<file path="src/rtl/cst_pkg.sv">
// Package: shared types and constants of the CSV stream tokenizer.
package cst_pkg;

   localparam int FIELD_LIMIT = 4096;
   localparam int LEN_W       = $clog2(FIELD_LIMIT);
   localparam int FPOS_W      = 10;
   localparam int RPOS_W      = 24;
   localparam int QDEPTH      = 4;
   localparam int QPTR_W      = $clog2(QDEPTH);
   localparam int QCNT_W      = QPTR_W + 1;

   localparam logic [7:0] CHAR_QUOTE = 8'h22;
   localparam logic [7:0] CHAR_LF    = 8'h0A;
   localparam logic [7:0] CHAR_CR    = 8'h0D;
   localparam logic [7:0] CHAR_SP    = 8'h20;
   localparam logic [7:0] CHAR_HT    = 8'h09;
   localparam logic [7:0] CHAR_VT    = 8'h0B;
   localparam logic [7:0] CHAR_FF    = 8'h0C;
   localparam logic [7:0] DELIM_RESET = 8'd44;

   localparam logic [FPOS_W-1:0] FPOS_MAX = '1;
   localparam logic [RPOS_W-1:0] RPOS_MAX = '1;

   typedef enum logic [2:0] {
      KIND_BYTE = 3'd0,
      KIND_FEND = 3'd1,
      KIND_REND = 3'd2,
      KIND_OVF  = 3'd3,
      KIND_DOC  = 3'd4
   } kind_type;

   // One queued result; a document end may carry a row end in front of it.
   typedef struct packed {
      kind_type          kind;
      logic [7:0]        field_byte;
      logic [FPOS_W-1:0] fpos;
      logic [RPOS_W-1:0] rpos;
      logic              pre_rend;
   } entry_type;

   typedef struct packed {
      logic full;
      logic empty;
   } q_status_type;

endpackage

</file>
<file path="src/rtl/cst_front.sv">
// Front end: accepts text items, classifies bytes and tracks parser state.
module cst_front import cst_pkg::*; (
   input  logic         clock,
   input  logic         reset,
   input  logic         req_valid,
   output logic         req_stall,
   input  logic         req_func,
   input  logic [7:0]   req_text_byte,
   input  logic         csr_valid,
   input  logic [7:0]   csr_delimiter_char,
   input  q_status_type q_status,
   output logic         push,
   output entry_type    push_entry
);

   logic [7:0]        delim_ff, delim_in;
   logic              iq_ff, iq_in;
   logic              qp_ff, qp_in;
   logic              crp_ff, crp_in;
   logic              fb_ff, fb_in;
   logic              rhf_ff, rhf_in;
   logic [LEN_W-1:0]  len_ff, len_in;
   logic [FPOS_W-1:0] fcnt_ff, fcnt_in;
   logic [RPOS_W-1:0] rcnt_ff, rcnt_in;
   logic              err_ff, err_in;

   logic accept;
   logic is_q, is_delim, is_nl, is_ws, swallow;
   logic do_unq, do_qemit;
   logic u_quote, u_delim, u_nl, u_emit, emit, ovf;

   assign req_stall = q_status.full;
   assign accept    = req_valid && !req_stall;

   assign is_q     = (req_text_byte == CHAR_QUOTE);
   assign is_delim = (req_text_byte == delim_ff);
   assign is_nl    = (req_text_byte == CHAR_LF) || (req_text_byte == CHAR_CR);
   assign is_ws    = (req_text_byte == CHAR_SP) || (req_text_byte == CHAR_HT) ||
                     (req_text_byte == CHAR_VT) || (req_text_byte == CHAR_FF);
   assign swallow  = crp_ff && (req_text_byte == CHAR_LF);

   assign do_unq   = !swallow && (qp_ff ? !is_q : !iq_ff);
   assign do_qemit = !swallow && (qp_ff ? is_q : (iq_ff && !is_q));

   // quote wins over delimiter, delimiter wins over CR/LF
   assign u_quote = do_unq && is_q;
   assign u_delim = do_unq && !is_q && is_delim;
   assign u_nl    = do_unq && !is_q && !is_delim && is_nl;
   assign u_emit  = do_unq && !is_q && !is_delim && !is_nl && !(is_ws && !fb_ff);
   assign emit    = do_qemit || u_emit;
   assign ovf     = (len_ff >= LEN_W'(FIELD_LIMIT - 1));

   always_comb begin
      delim_in = delim_ff;
      iq_in    = iq_ff;
      qp_in    = qp_ff;
      crp_in   = crp_ff;
      fb_in    = fb_ff;
      rhf_in   = rhf_ff;
      len_in   = len_ff;
      fcnt_in  = fcnt_ff;
      rcnt_in  = rcnt_ff;
      err_in   = err_ff;
      push     = 1'b0;
      push_entry.kind       = KIND_BYTE;
      push_entry.field_byte = 8'd0;
      push_entry.fpos       = fcnt_ff;
      push_entry.rpos       = rcnt_ff;
      push_entry.pre_rend   = 1'b0;

      if (csr_valid) begin
         delim_in = csr_delimiter_char;
      end

      if (accept && req_func) begin
         push                = 1'b1;
         push_entry.kind     = KIND_DOC;
         push_entry.pre_rend = !err_ff && ((len_ff != '0) || fb_ff || rhf_ff);
         iq_in   = 1'b0;
         qp_in   = 1'b0;
         crp_in  = 1'b0;
         fb_in   = 1'b0;
         rhf_in  = 1'b0;
         len_in  = '0;
         fcnt_in = '0;
         rcnt_in = '0;
         err_in  = 1'b0;
      end else if (accept && !err_ff) begin
         crp_in = 1'b0;
         if (!swallow && qp_ff) begin
            qp_in = 1'b0;
            if (!is_q) begin
               iq_in = 1'b0;
            end
         end else if (!swallow && iq_ff && is_q) begin
            qp_in = 1'b1;
         end

         if (u_quote) begin
            iq_in = 1'b1;
            fb_in = 1'b1;
         end

         if (u_delim) begin
            push            = 1'b1;
            push_entry.kind = KIND_FEND;
            if (fcnt_ff != FPOS_MAX) begin
               fcnt_in = fcnt_ff + 1'b1;
            end
            len_in = '0;
            fb_in  = 1'b0;
            rhf_in = 1'b1;
         end

         if (u_nl) begin
            push            = 1'b1;
            push_entry.kind = KIND_REND;
            fcnt_in = '0;
            if (rcnt_ff != RPOS_MAX) begin
               rcnt_in = rcnt_ff + 1'b1;
            end
            len_in = '0;
            fb_in  = 1'b0;
            rhf_in = 1'b0;
            crp_in = (req_text_byte == CHAR_CR);
         end

         if (u_emit) begin
            fb_in = 1'b1;
         end

         if (emit) begin
            push = 1'b1;
            if (ovf) begin
               push_entry.kind = KIND_OVF;
               err_in          = 1'b1;
            end else begin
               push_entry.kind       = KIND_BYTE;
               push_entry.field_byte = req_text_byte;
               len_in                = len_ff + 1'b1;
            end
         end
      end
   end

   always_ff @(posedge clock) begin
      if (reset) begin
         delim_ff <= DELIM_RESET;
         iq_ff    <= 1'b0;
         qp_ff    <= 1'b0;
         crp_ff   <= 1'b0;
         fb_ff    <= 1'b0;
         rhf_ff   <= 1'b0;
         len_ff   <= '0;
         fcnt_ff  <= '0;
         rcnt_ff  <= '0;
         err_ff   <= 1'b0;
      end else begin
         delim_ff <= delim_in;
         iq_ff    <= iq_in;
         qp_ff    <= qp_in;
         crp_ff   <= crp_in;
         fb_ff    <= fb_in;
         rhf_ff   <= rhf_in;
         len_ff   <= len_in;
         fcnt_ff  <= fcnt_in;
         rcnt_ff  <= rcnt_in;
         err_ff   <= err_in;
      end
   end

endmodule

</file>
<file path="src/rtl/cst_queue.sv">
// Short result queue between front end and back end.
module cst_queue import cst_pkg::*; (
   input  logic         clock,
   input  logic         reset,
   input  logic         push,
   input  entry_type    push_entry,
   input  logic         pop,
   output entry_type    pop_entry,
   output q_status_type q_status
);

   entry_type         slot_ff [QDEPTH];
   logic [QPTR_W-1:0] wptr_ff, wptr_in;
   logic [QPTR_W-1:0] rptr_ff, rptr_in;
   logic [QCNT_W-1:0] cnt_ff, cnt_in;
   logic              do_push, do_pop;

   assign q_status.full  = (cnt_ff == QCNT_W'(QDEPTH));
   assign q_status.empty = (cnt_ff == '0);
   assign do_push = push && !q_status.full;
   assign do_pop  = pop && !q_status.empty;
   assign pop_entry = slot_ff[rptr_ff];

   always_comb begin
      wptr_in = do_push ? wptr_ff + 1'b1 : wptr_ff;
      rptr_in = do_pop ? rptr_ff + 1'b1 : rptr_ff;
      cnt_in  = cnt_ff;
      unique case ({do_push, do_pop})
         2'b10:   cnt_in = cnt_ff + 1'b1;
         2'b01:   cnt_in = cnt_ff - 1'b1;
         default: cnt_in = cnt_ff;
      endcase
   end

   always_ff @(posedge clock) begin
      if (do_push) begin
         slot_ff[wptr_ff] <= push_entry;
      end
   end

   always_ff @(posedge clock) begin
      if (reset) begin
         wptr_ff <= '0;
         rptr_ff <= '0;
         cnt_ff  <= '0;
      end else begin
         wptr_ff <= wptr_in;
         rptr_ff <= rptr_in;
         cnt_ff  <= cnt_in;
      end
   end

endmodule

</file>
<file path="src/rtl/cst_back.sv">
// Back end: expands queued results and drives the result register.
module cst_back import cst_pkg::*; (
   input  logic              clock,
   input  logic              reset,
   input  q_status_type      q_status,
   input  entry_type         pop_entry,
   output logic              pop,
   output logic              rsp_valid,
   input  logic              rsp_stall,
   output logic [2:0]        rsp_kind,
   output logic [7:0]        rsp_field_byte,
   output logic [FPOS_W-1:0] rsp_field_position,
   output logic [RPOS_W-1:0] rsp_row_position,
   output logic              rsp_last_of_run
);

   logic              vld_ff, vld_in;
   kind_type          kind_ff, kind_in;
   logic [7:0]        byte_ff, byte_in;
   logic [FPOS_W-1:0] fpos_ff, fpos_in;
   logic [RPOS_W-1:0] rpos_ff, rpos_in;
   logic              last_ff, last_in;
   logic              ph2_ff, ph2_in;
   logic [RPOS_W-1:0] drpos_ff, drpos_in;
   logic              load_ok;

   assign load_ok = !vld_ff || !rsp_stall;
   assign pop     = load_ok && !ph2_ff && !q_status.empty;

   always_comb begin
      vld_in   = vld_ff;
      kind_in  = kind_ff;
      byte_in  = byte_ff;
      fpos_in  = fpos_ff;
      rpos_in  = rpos_ff;
      last_in  = last_ff;
      ph2_in   = ph2_ff;
      drpos_in = drpos_ff;
      if (load_ok) begin
         priority if (ph2_ff) begin
            vld_in  = 1'b1;
            kind_in = KIND_DOC;
            byte_in = 8'd0;
            fpos_in = '0;
            rpos_in = drpos_ff;
            last_in = 1'b1;
            ph2_in  = 1'b0;
         end else if (!q_status.empty) begin
            vld_in  = 1'b1;
            byte_in = pop_entry.field_byte;
            rpos_in = pop_entry.rpos;
            if (pop_entry.kind == KIND_DOC && pop_entry.pre_rend) begin
               // row end first, then document end (from ph2_ff) with the bumped row count
               kind_in  = KIND_REND;
               fpos_in  = pop_entry.fpos;
               last_in  = 1'b0;
               ph2_in   = 1'b1;
               drpos_in = (pop_entry.rpos != RPOS_MAX) ? pop_entry.rpos + 1'b1
                                                       : pop_entry.rpos;
            end else begin
               kind_in = pop_entry.kind;
               fpos_in = (pop_entry.kind == KIND_DOC) ? '0 : pop_entry.fpos;
               last_in = 1'b1;
            end
         end else begin
            vld_in = 1'b0;
         end
      end
   end

   always_ff @(posedge clock) begin
      if (reset) begin
         vld_ff <= 1'b0;
         ph2_ff <= 1'b0;
      end else begin
         vld_ff <= vld_in;
         ph2_ff <= ph2_in;
      end
   end

   always_ff @(posedge clock) begin
      kind_ff  <= kind_in;
      byte_ff  <= byte_in;
      fpos_ff  <= fpos_in;
      rpos_ff  <= rpos_in;
      last_ff  <= last_in;
      drpos_ff <= drpos_in;
   end

   assign rsp_valid          = vld_ff;
   assign rsp_kind           = kind_ff;
   assign rsp_field_byte     = byte_ff;
   assign rsp_field_position = fpos_ff;
   assign rsp_row_position   = rpos_ff;
   assign rsp_last_of_run    = last_ff;

endmodule

</file>
<file path="src/rtl/csv_stream_tokenizer.sv">
// A result is written into a queue slot, then into the output register, from which it is shown.
// Throughput: one input item per cycle; the front end stalls only on a full 4-entry queue.
// An end of document closing an open row gives two results: a row end, then a document end.
// Bytes that cause no result (skipped whitespace, quotes, swallowed LF) are still accepted as input items.
// Reset (synchronous, active high) clears parser state and queue; delimiter returns to comma.
module csv_stream_tokenizer import cst_pkg::*; (
   input  logic              clock,
   input  logic              reset,
   input  logic              req_valid,
   output logic              req_stall,
   input  logic              req_func,
   input  logic [7:0]        req_text_byte,
   output logic              rsp_valid,
   input  logic              rsp_stall,
   output logic [2:0]        rsp_kind,
   output logic [7:0]        rsp_field_byte,
   output logic [FPOS_W-1:0] rsp_field_position,
   output logic [RPOS_W-1:0] rsp_row_position,
   output logic              rsp_last_of_run,
   input  logic              csr_valid,
   output logic              csr_ready,
   input  logic [7:0]        csr_delimiter_char
);

   // front end to queue
   logic         push;
   entry_type    push_entry;
   // queue to back end
   logic         pop;
   entry_type    pop_entry;
   q_status_type q_status;

   // delimiter writes are always taken; the user must write only while idle, the block does not enforce it
   assign csr_ready = 1'b1;

   // front: byte classification, quote/CR tracking, field and row counters
   cst_front u_front (
      .clock              (clock),
      .reset              (reset),
      .req_valid          (req_valid),
      .req_stall          (req_stall),
      .req_func           (req_func),
      .req_text_byte      (req_text_byte),
      .csr_valid          (csr_valid),
      .csr_delimiter_char (csr_delimiter_char),
      .q_status           (q_status),
      .push               (push),
      .push_entry         (push_entry)
   );

   // queue decouples input stalls from output stalls
   cst_queue u_queue (
      .clock      (clock),
      .reset      (reset),
      .push       (push),
      .push_entry (push_entry),
      .pop        (pop),
      .pop_entry  (pop_entry),
      .q_status   (q_status)
   );

   // back: splits a document end into row end plus document end, holds output register
   cst_back u_back (
      .clock              (clock),
      .reset              (reset),
      .q_status           (q_status),
      .pop_entry          (pop_entry),
      .pop                (pop),
      .rsp_valid          (rsp_valid),
      .rsp_stall          (rsp_stall),
      .rsp_kind           (rsp_kind),
      .rsp_field_byte     (rsp_field_byte),
      .rsp_field_position (rsp_field_position),
      .rsp_row_position   (rsp_row_position),
      .rsp_last_of_run    (rsp_last_of_run)
   );

endmodule

</file>
<file path="config.mk">
export PLATFORM = sky130hd
export DESIGN_NAME = csv_stream_tokenizer
export DESIGN_NICKNAME = d
export VERILOG_FILES = /design/src/rtl/cst_pkg.sv /design/src/rtl/cst_front.sv /design/src/rtl/cst_queue.sv /design/src/rtl/cst_back.sv /design/src/rtl/csv_stream_tokenizer.sv
export SDC_FILE = /design/constraint.sdc
export NUM_CORES = 1
export LEC_CHECK = 0
export BUFFER_PORTS_ARGS = -buffer_cell sky130_fd_sc_hd__clkbuf_2
export CORE_MARGIN = 1.5
export CORE_UTILIZATION = 45
export DETAILED_ROUTE_END_ITERATION = 7
export PLACE_DENSITY = 0.7
export SYNTH_ARGS = -nofsm -noshare
export SYNTH_HDL_FRONTEND = slang
export SYNTH_SLANG_ARGS = --single-unit
</file>
<file path="constraint.sdc">
create_clock -name clock -period 8.1 [get_ports clock]
set_input_delay 1.215 -clock clock [delete_from_list [all_inputs] [get_ports clock]]
set_output_delay 1.215 -clock clock [all_outputs]
set_load 0.05 [all_outputs]
</file>
==> results of run 1 <==
[power breakdown]
group / switching [uW] / leakage [uW] / internal [uW]
logic: 1090 / 0.00183 / 476
clock network: 628 / 0.000569 / 999
registers: 83.7 / 0.00289 / 2230
[sequential cells by signal, summed over array words and instances (netlist names), named ones only]
name and cells:
u_queue.cnt_ff 3, u_front.qp_ff 1, u_queue.slot_ff 184, u_front.rcnt_ff 24, u_back.ph2_ff 1, u_back.rsp_valid 1, u_back.rsp_kind 3, u_front.len_ff 12
u_queue.wptr_ff 2, u_back.drpos_ff 24, u_queue.rptr_ff 2, u_front.fcnt_ff 10, u_front.rhf_ff 1, u_front.iq_ff 1, u_back.rsp_field_byte 8, u_front.fb_ff 1
u_back.rsp_row_position 24, u_front.crp_ff 1, u_back.rsp_field_position 10, u_back.rsp_last_of_run 1, u_front.delim_ff 8, u_front.err_ff 1
[synthesized netlist by cell type, types with 3 or more instances]
library cell / number
or3_1: 19
mux4_2: 35
nor4_2: 3
o211a_1: 3
o2111ai_1: 3
and3_1: 17
buf_2: 8
clkbuf_1: 20
nand3_1: 38
nand2_1: 53
nor2b_1: 30
o211ai_1: 14
mux2i_1: 7
nor4_1: 7
ha_1: 10
and2_1: 17
a211o_1: 3
nor2_1: 48
or4_1: 11
a21oi_1: 35
a31oi_1: 4
edfxtp_1: 254
or2_2: 6
nor3b_1: 3
buf_6: 3
nor3_1: 19
nand4_1: 28
mux2_2: 22
a21o_1: 5
and3b_1: 3
o21ai_0: 25
xor2_1: 26
nand2b_1: 4
and4_1: 3
xnor2_1: 16
a211oi_1: 4
o31ai_1: 7
mux4_1: 11
inv_1: 19
dfxtp_1: 71
[critical path: stages]
cell      delay (ns)
clkbuf_2        0.14
xor2_1          0.16
nor4_1          0.67
a21oi_1         0.22
o211a_1         0.29
nor2_1          0.61
ha_1            0.32
inv_1           0.07
fa_1            0.37
xor2_1          0.16
or3_1           0.30
a21oi_1         0.13
[per-layer routing]
layer / wire length [um] / share of wire (%) / track usage [%]
met5: 13 / 0.047 / 0
met4: 534 / 1.9 / 5.39
met3: 1360 / 4.9 / 3.07
met2: 13400 / 48 / 29.4
met1: 12400 / 45 / 24.8
[cell type report]
| class | instances | area (um^2) | area share [%] |
|---|---|---|---|
| flip-flops and latches | 325 | 9050 | 57.4 |
| multi-input cells | 567 | 4530 | 28.7 |
| clock buffers | 47 | 962 | 6.10 |
| well taps | 390 | 488 | 3.09 |
| repair buffers | 81 | 435 | 2.76 |
| clock inverters | 17 | 228 | 1.44 |
| inverters | 20 | 75.1 | 0.476 |
[cells by family (layout without fill, tap and decap cells)]
logic type | count (synthesis) | in the layout
adders and majority gates | 11 | 11
DFF | 325 | 325
and+or+nand+nor | 323 | 323
xor gates and xnor gates | 42 | 42
buffers and inverters | 55 | 165
AOI/OAI and AO/OA | 115 | 115
other | 1 | 1
muxes | 75 | 75
[how the worst max path moves through the flow]
stage | from | end | slack (ns) | cells after the start
global placement | req_text_byte[5] | u_queue.cnt_ff[2] | 3.44 | 12
finish | req_text_byte[5] | u_queue.cnt_ff[2] | 3.88 | 12
global route | req_text_byte[5] | u_queue.cnt_ff[2] | 3.60 | 12
detailed placement | req_text_byte[5] | u_queue.cnt_ff[2] | 3.37 | 12
CTS | req_text_byte[5] | u_queue.cnt_ff[2] | 3.91 | 12
floorplan | req_text_byte[0] | u_queue.slot_ff[0][0] | 3.15 | 6
[through the flow]
stage,util [%],cell area [um^2]
CTS,52.8,15800
global route,52.8,15800
finish,52.8,15800
detailed placement,48.8,14600
global placement,48.8,14600
floorplan,-,13800
==> impl_metrics.ini, run 1 <==
[clock_network]
cts.sinks = 325
cts_tree = yes
postCtsResizedCells = 0
clock_path_buffers = 3
clockRootBuffer = clkbuf_16
htree_levels = 2
holdBufCountCts = 0
cts_setup_buffers = 0
cts_buffers = 35
clk-insertion-delay-late_ns = 0.51
path_clk_slew_ns = 0.06

[grt]
track_usage_pct = 18.0
antenna_found_initial = 1
grt_max_degree = 47
grt_pass1_wl_mm = 43.9
grt_pass1_vias = 7867
overflow = 0

[cells_and_area]
synthToLayoutAreaGrowth_pct = 14.3
final-instance-count-excl-fill = 1447
drive_gt1_share_pct = 20.5
num_antenna_cells = 0
layout_common_cells = edfxtp_1, clkbuf_2, dfxtp_1
fillerInstances = 2425
fin_nets = 1063
final_common_cell = edfxtp_1

[logic_synthesis]
ys_types = 68
synth_edf_count = 254
synth_top_area_cell = edfxtp_1
synth_top_area_share_pct = 55.3
synthTopCellsByArea = edfxtp_1, dfxtp_1, mux4_2
synth_cells = 947
synth_compound_area_share_pct = 5.46
syn-mean-instance-area_um2 = 14.6
synth_top_family_by_area = simple AND/OR/NAND/NOR gates
synth_area_mm2 = 0.0138
synthSimpleGateAreaFrac_pct = 13.2
syn-num-nets = 980
yosysWarnings = 0
ys.flop_type = edfxtp_1
synth_mux_area_share_pct = 10.1
synth-seq-cells = 325
async_reset_ff_share_pct = 0
synth_xor_area_share_pct = 2.67
ys_seq_area_share_pct = 65.6
synthAdderAreaFrac_pct = 1.05

[timing]
min_period_ns = 4.22
slew_headroom_pct = 15.4
fin_tns_setup_ns = 0
hold_viol_final = 0
fmax_ghz = 0.237
finalClockSkew_ns = 0.0140
final_max_slew_viol_count = 0
whs_ns = 0.464
setup-violations-final = 0
tightest_slew_ns = 1.26
layout_setup_ws_ns = 3.88
rsz0062_at_grt = no
finalCritPeriodShare_pct = 52.1

[floorplan]
fp.dieW_um = 178
die_area_mm2 = 0.0317
die_y_um = 178
start_util_pct = 46.2
ios = 71
num_rows = 63
core_area_mm2 = 0.0299

[routing]
routed_via_density = 5.64
first_iter_violations = 648
vias = 8157
wire_per_inst_um = 19.2
ant_nets = 0
firstDrtPassIters = 5
drc = 0
wirelength_mm = 27.8

[worst_setup_path]
worst_ep_required_time_ns = 8.53
path_class = input port to flop
rr_worst_depth = 12
reg2reg_to = u_queue.cnt_ff[2]
arrival_ns = 4.66
r2r_setup_slack_ns = 4.33
cp-end-kind = flop
crit_path_start_kind = input port
critPathMaxFanout = 8
r2r-start = u_queue.cnt_ff[2]

[power]
power.density_mw_per_mm2 = 349
p_leak_uw = 0.00529
finalPower_uw = 5500
vdd.ir_drop.worst_mv = 0.194

[min_path]
min_path_cells = 2
hold_end = u_front.rhf_ff
hp-class = flop to flop
hold_path.startpoint = u_front.rhf_ff

[placement]
portBuffers = 69
gp_congestion = 0.809
dp.cells = 1383
dpl_worst_slack_ns = 3.37
dp.final_hpwl_mm = 17.5

[status]
status = finished clean

[flow_run]
max-cap-violations = 0
Note: power is estimated with default switching activity, not from simulation.
==> run 2, diff against run 1 <==
- clock period: 8.1 -> 4 ns (I/O delays scaled with it)
==> run 2 against run 1 <==
Register-to-register slack got worse by 3.5 ns. Clock skew rose by 0.019 ns. First-iteration DRC count fell by 18%. Die area did not move. Global-route usage fell by 0.61 points. Utilization rose by 0.34 points. Count of clock-buffer cells in the layout fell by 2. Power rose by 100%. Via count rose by 0.48%. Clock power rose by 100%. Critical path depth fell by 1. Highest routed layer unchanged.
==> impl_metrics.ini, run 2 (same netlist as run 1, synthesis figures left out) <==
[floorplan]
core_area_mm2 = 0.0299
die_y_um = 178
start_util_pct = 46.2
ios = 71
fp.dieW_um = 178
die_area_mm2 = 0.0317
num_rows = 63

[timing]
setup-violations-final = 0
layout_setup_ws_ns = 0.833
finalCritPeriodShare_pct = 79.2
min_period_ns = 3.17
fmax_ghz = 0.316
hold_viol_final = 0
tightest_slew_ns = 1.09
rsz0062_at_grt = no
slew_headroom_pct = 26.9
final_max_slew_viol_count = 0
fin_tns_setup_ns = 0
finalClockSkew_ns = 0.0325

[cells_and_area]
drive_gt1_share_pct = 21.5
num_antenna_cells = 0
fillerInstances = 2418
synthToLayoutAreaGrowth_pct = 15.0
largest_reg_flops = 184
regMostFlops = u_queue.slot_ff
final-instance-count-excl-fill = 1457
final_common_cell = edfxtp_1
layout_common_cells = edfxtp_1, clkbuf_2, dfxtp_1
fin_nets = 1074

[grt]
grt_pass1_wl_mm = 42.8
track_usage_pct = 17.4
antenna_found_initial = 1
overflow = 0
grt_pass1_vias = 7930
grt_max_degree = 47

[routing]
wire_per_inst_um = 18.6
drc = 0
ant_nets = 0
first_iter_violations = 532
vias = 8196
routed_via_density = 5.63
wirelength_mm = 27.0
firstDrtPassIters = 5

[clock_network]
clk-insertion-delay-late_ns = 0.52
holdBufCountCts = 0
cts_setup_buffers = 0
cts.sinks = 325
cts_buffers = 34
postCtsResizedCells = 0
cts_tree = yes
clockRootBuffer = clkbuf_16
clock_path_buffers = 3
htree_levels = 2
path_clk_slew_ns = 0.06

[placement]
portBuffers = 69
gp_congestion = 0.858
dpl_worst_slack_ns = 0.460
dp.cells = 1395
dp.final_hpwl_mm = 18.1

[flow_run]
max-cap-violations = 0

[power]
vdd.ir_drop.worst_mv = 0.340
p_leak_uw = 0.00536
power.density_mw_per_mm2 = 703
finalPower_uw = 11100

[worst_setup_path]
critical-path-slowest-cell = nor4_1
path_class = flop to flop
critPathMaxStageDelay_ns = 0.63
crit_path_start_kind = flop
cp-end-kind = flop
arrival_ns = 3.59
critPathMaxFanout = 5
path_cells = xor2_1 -> nor4_1 -> a21oi_1 -> o211a_1 -> nor2_1 -> ha_1 -> inv_1 -> fa_1 -> xor2_1 -> or3_1 -> a21oi_1
worst_ep_required_time_ns = 4.42
critPathBufInv = 1
crit_family = simple AND/OR/NAND/NOR gates

[min_path]
hp-class = input port to flop

[status]
status = finished clean
## run 2: layout make-up
| cell class | count | area [um^2] | share of cell area [%] |
|---|---|---|---|
| Inverter | 20 | 75.1 | 0.473 |
| Sequential cell | 325 | 9050 | 57.0 |
| Tap cell | 390 | 488 | 3.08 |
| Clock buffer | 45 | 943 | 5.95 |
| Multi-Input combinational cell | 567 | 4530 | 28.5 |
| Timing Repair Buffer | 93 | 551 | 3.47 |
| Clock inverter | 17 | 233 | 1.47 |
## run 2: worst reg2reg max path, stage by stage (launching register included)
cell     delay (ns)
dfxtp_1        0.35
xor2_1         0.17
nor4_1         0.63
a21oi_1        0.23
o211a_1        0.28
nor2_1         0.18
ha_1           0.21
inv_1          0.06
fa_1           0.37
xor2_1         0.16
or3_1          0.31
a21oi_1        0.14
## run 2: final timing paths
check / from / slack, ns / cells after the start / to
worst max-delay path: u_front.delim_ff[3] / 0.83 / 11 / u_queue.cnt_ff[2]
worst min-delay path: csr_delimiter_char[3] / 0.30 / 2 / u_front.delim_ff[3]
worst max register to register: u_front.delim_ff[3] / 0.83 / 11 / u_queue.cnt_ff[2]
worst min register to register: u_front.rhf_ff / 0.47 / 2 / u_front.rhf_ff
## run 2: power breakdown
part	leakage (uW)	switching (uW)	internal, uW
clock	0.000568	1280	2000
combinational	0.00190	2150	1000
sequential	0.00289	211	4500
total	0.00536	3640	7500
## run 2: layer usage
metal,GRT usage [%],share of wire (%),up-vias
met5,0,0.048,-
met4,5.39,1.9,2
met3,2.98,5.0,44
met1,24.5,46,4048
met2,27.7,47,218
li1,-,-,3884
## run 2: per-stage QoR
step / instance area, um^2 / hold WS (ns) / util, %
after floorplan: 13800 / 0.432 / -
after global placement: 14700 / 0.451 / 49.2
after detailed placement: 14700 / 0.453 / 49.2
after CTS: 15900 / 0.276 / 53.1
after global routing: 15900 / 0.276 / 53.1
final: 15900 / 0.300 / 53.1
==> run 3, diff against run 2 <==
- PLACE_DENSITY: 0.7 -> 0.72
- clock period: 4 -> 2.6 ns (I/O delays scaled with it)
==> run 3 against run 2 <==
Non-clock buffer count rose by 91. Die area is the same. Combinational power rose by 80%. First-iteration DRC count is 54% higher. The run now ends with negative setup slack left. Sequential power increased by 53%. Critical path type unchanged. Register-to-register slack lost 0.86 ns. Cell count increased by 6.2%.
==> impl_metrics.ini, run 3 (same netlist as run 1, synthesis figures left out) <==
[status]
status = complete, but fails checks
violations = negative setup slack

[floorplan]
die_y_um = 178
fp.dieW_um = 178
num_rows = 63
start_util_pct = 46.2
ios = 71
core_area_mm2 = 0.0299
die_area_mm2 = 0.0317

[clock_network]
htree_levels = 2
cts_tree = yes
clk-insertion-delay-late_ns = 0.52
path_clk_slew_ns = 0.06
cts.sinks = 325
clock_path_buffers = 3
cts_buffers = 35
holdBufCountCts = 0
clockRootBuffer = clkbuf_16

[worst_setup_path]
path_common_cell = xor2_1
cp-end-kind = flop
critical-path-slowest-cell = nor4_2
path_class = flop to flop
setup.worst_path.start = u_front.delim_ff[5]
rr_worst_depth = 11
reg2reg_to = u_queue.cnt_ff[2]
crit_path_start_kind = flop
arrival_ns = 3.06
critPathMaxFanout = 2
critPathCapture = u_queue.cnt_ff[2]
r2r_setup_slack_ns = -0.03
worst_ep_required_time_ns = 3.04
path_cells = xor2_1 -> nor4_2 -> a21oi_2 -> o211a_1 -> nor2_2 -> ha_2 -> inv_2 -> fa_2 -> xor2_1 -> or3_1 -> a21oi_1
r2r-start = u_front.delim_ff[5]
critPathMaxStageDelay_ns = 0.39

[cells_and_area]
num_antenna_cells = 0
regMostFlops = u_queue.slot_ff
largest_reg_flops = 184
fin_nets = 1166
layout_common_cells = edfxtp_1, buf_4, clkbuf_2
final_common_cell = edfxtp_1
drive_gt1_share_pct = 29.6
final_core_util_pct = 56.0
final-instance-count-excl-fill = 1547
synthToLayoutAreaGrowth_pct = 21.4

[grt]
antenna_found_initial = 0
grt_max_degree = 47
overflow = 0
grt_pass1_vias = 8303
grt_pass1_wl_mm = 44.8
track_usage_pct = 18.2

[power]
p_leak_uw = 0.00583
vdd.ir_drop.worst_mv = 0.650
power.density_mw_per_mm2 = 1060
finalPower_uw = 17800

[timing]
slew_headroom_pct = 55.0
setup-violations-final = 1
hold_viol_final = 0
fmax_ghz = 0.381
final_max_slew_viol_count = 0
rsz0062_at_grt = yes
finalClockSkew_ns = 0.0271
tightest_slew_ns = 0.670
min_period_ns = 2.63
finalCritPeriodShare_pct = 101
layout_setup_ws_ns = -0.0271

[placement]
dpl_worst_slack_ns = -0.349
gp_congestion = 0.829
dp.final_hpwl_mm = 19.1
dp.cells = 1480
portBuffers = 69

[routing]
first_iter_violations = 820
routed_via_density = 5.53
drc = 0
wirelength_mm = 28.8
vias = 8559
wire_per_inst_um = 18.6
firstDrtPassIters = 5
ant_nets = 0

[flow_run]
max-cap-violations = 0

[min_path]
hp-class = input port to flop
[run 3: cell count changes in the layout (fill, tap and decap cells not counted), moves of 3 or more]
cell,previous run,this run
clkbuf_1,7,11
mux4_2,35,39
buf_4,22,102
mux4_1,11,7
nor3_2,0,3
dfxtp_1,69,63
buf_12,2,12
nor3_1,19,15
dfxtp_2,2,7
[run 3: layout make-up]
class / count / area, um^2
Clock buffer: 46 / 917
Clock inverter: 15 / 220
Fill cell: 2342 / 13100
Inverter: 20 / 75.1
Multi-Input combinational cell: 567 / 4620
Sequential cell: 325 / 9060
Tap cell: 390 / 488
Timing Repair Buffer: 184 / 1370
[run 3: worst min path at each step]
stage                     slack, ns                   from  cells past startpoint                   to
after CTS                      0.08  csr_delimiter_char[5]                      2  u_front.delim_ff[5]
final                          0.09  csr_delimiter_char[5]                      2  u_front.delim_ff[5]
after floorplan                0.43         u_front.rhf_ff                      2       u_front.rhf_ff
after global routing            0.1  csr_delimiter_char[2]                      2  u_front.delim_ff[2]
after global placement         0.45         u_front.rhf_ff                      2       u_front.rhf_ff
after detailed placement       0.46         u_front.rhf_ff                      2       u_front.rhf_ff
[run 3: metrics by stage]
step | hold WS (ns) | TNS (ns) | area [um^2]
floorplan | 0.432 | -72.06 | 13900
global placement | 0.452 | -0.390 | 15500
detailed placement | 0.456 | -0.605 | 15500
CTS | 0.0768 | -0.0525 | 16700
global route | 0.0951 | -0.170 | 16700
finish | 0.0929 | -0.0271 | 16700
[run 3: metal layers]
metal / track usage (%) / vias up / wire length [um] / part of all wire (%)
met4: 6.62 / 0 / 754 / 2.6
met2: 28.4 / 256 / 13400 / 47
met5: 0 / - / 0 / 0
met1: 25.6 / 4194 / 13000 / 45
li1: - / 4055 / - / -
met3: 3.05 / 54 / 1620 / 5.6
[run 3: power by group]
group / internal (uW) / total (uW) / switching (uW)
sequential: 6920 / 7210 / 287
combinational: 2090 / 5690 / 3600
clock: 2920 / 4910 / 1990
[run 3: critical path, delay by kind of cell, from the launching register on]
| kind | cells | cell delay, ns |
|---|---|---|
| adder cells (fa/ha/maj) | 2 | 0.53 |
| AND/OR/NAND/NOR | 3 | 0.83 |
| flip-flops | 1 | 0.34 |
| AO/OA/AOI/OAI | 3 | 0.50 |
| buffers and inverters | 1 | 0.04 |
| XOR/XNOR | 2 | 0.32 |
[run 3: timing repair]
| item | CTS | global route |
|---|---|---|
| setup buffers | 3 | 4 |
| pin swaps | 7 | 10 |
| endpoints found under the setup margin | 33 | 41 |
| gates resized for setup | 6 | 18 |
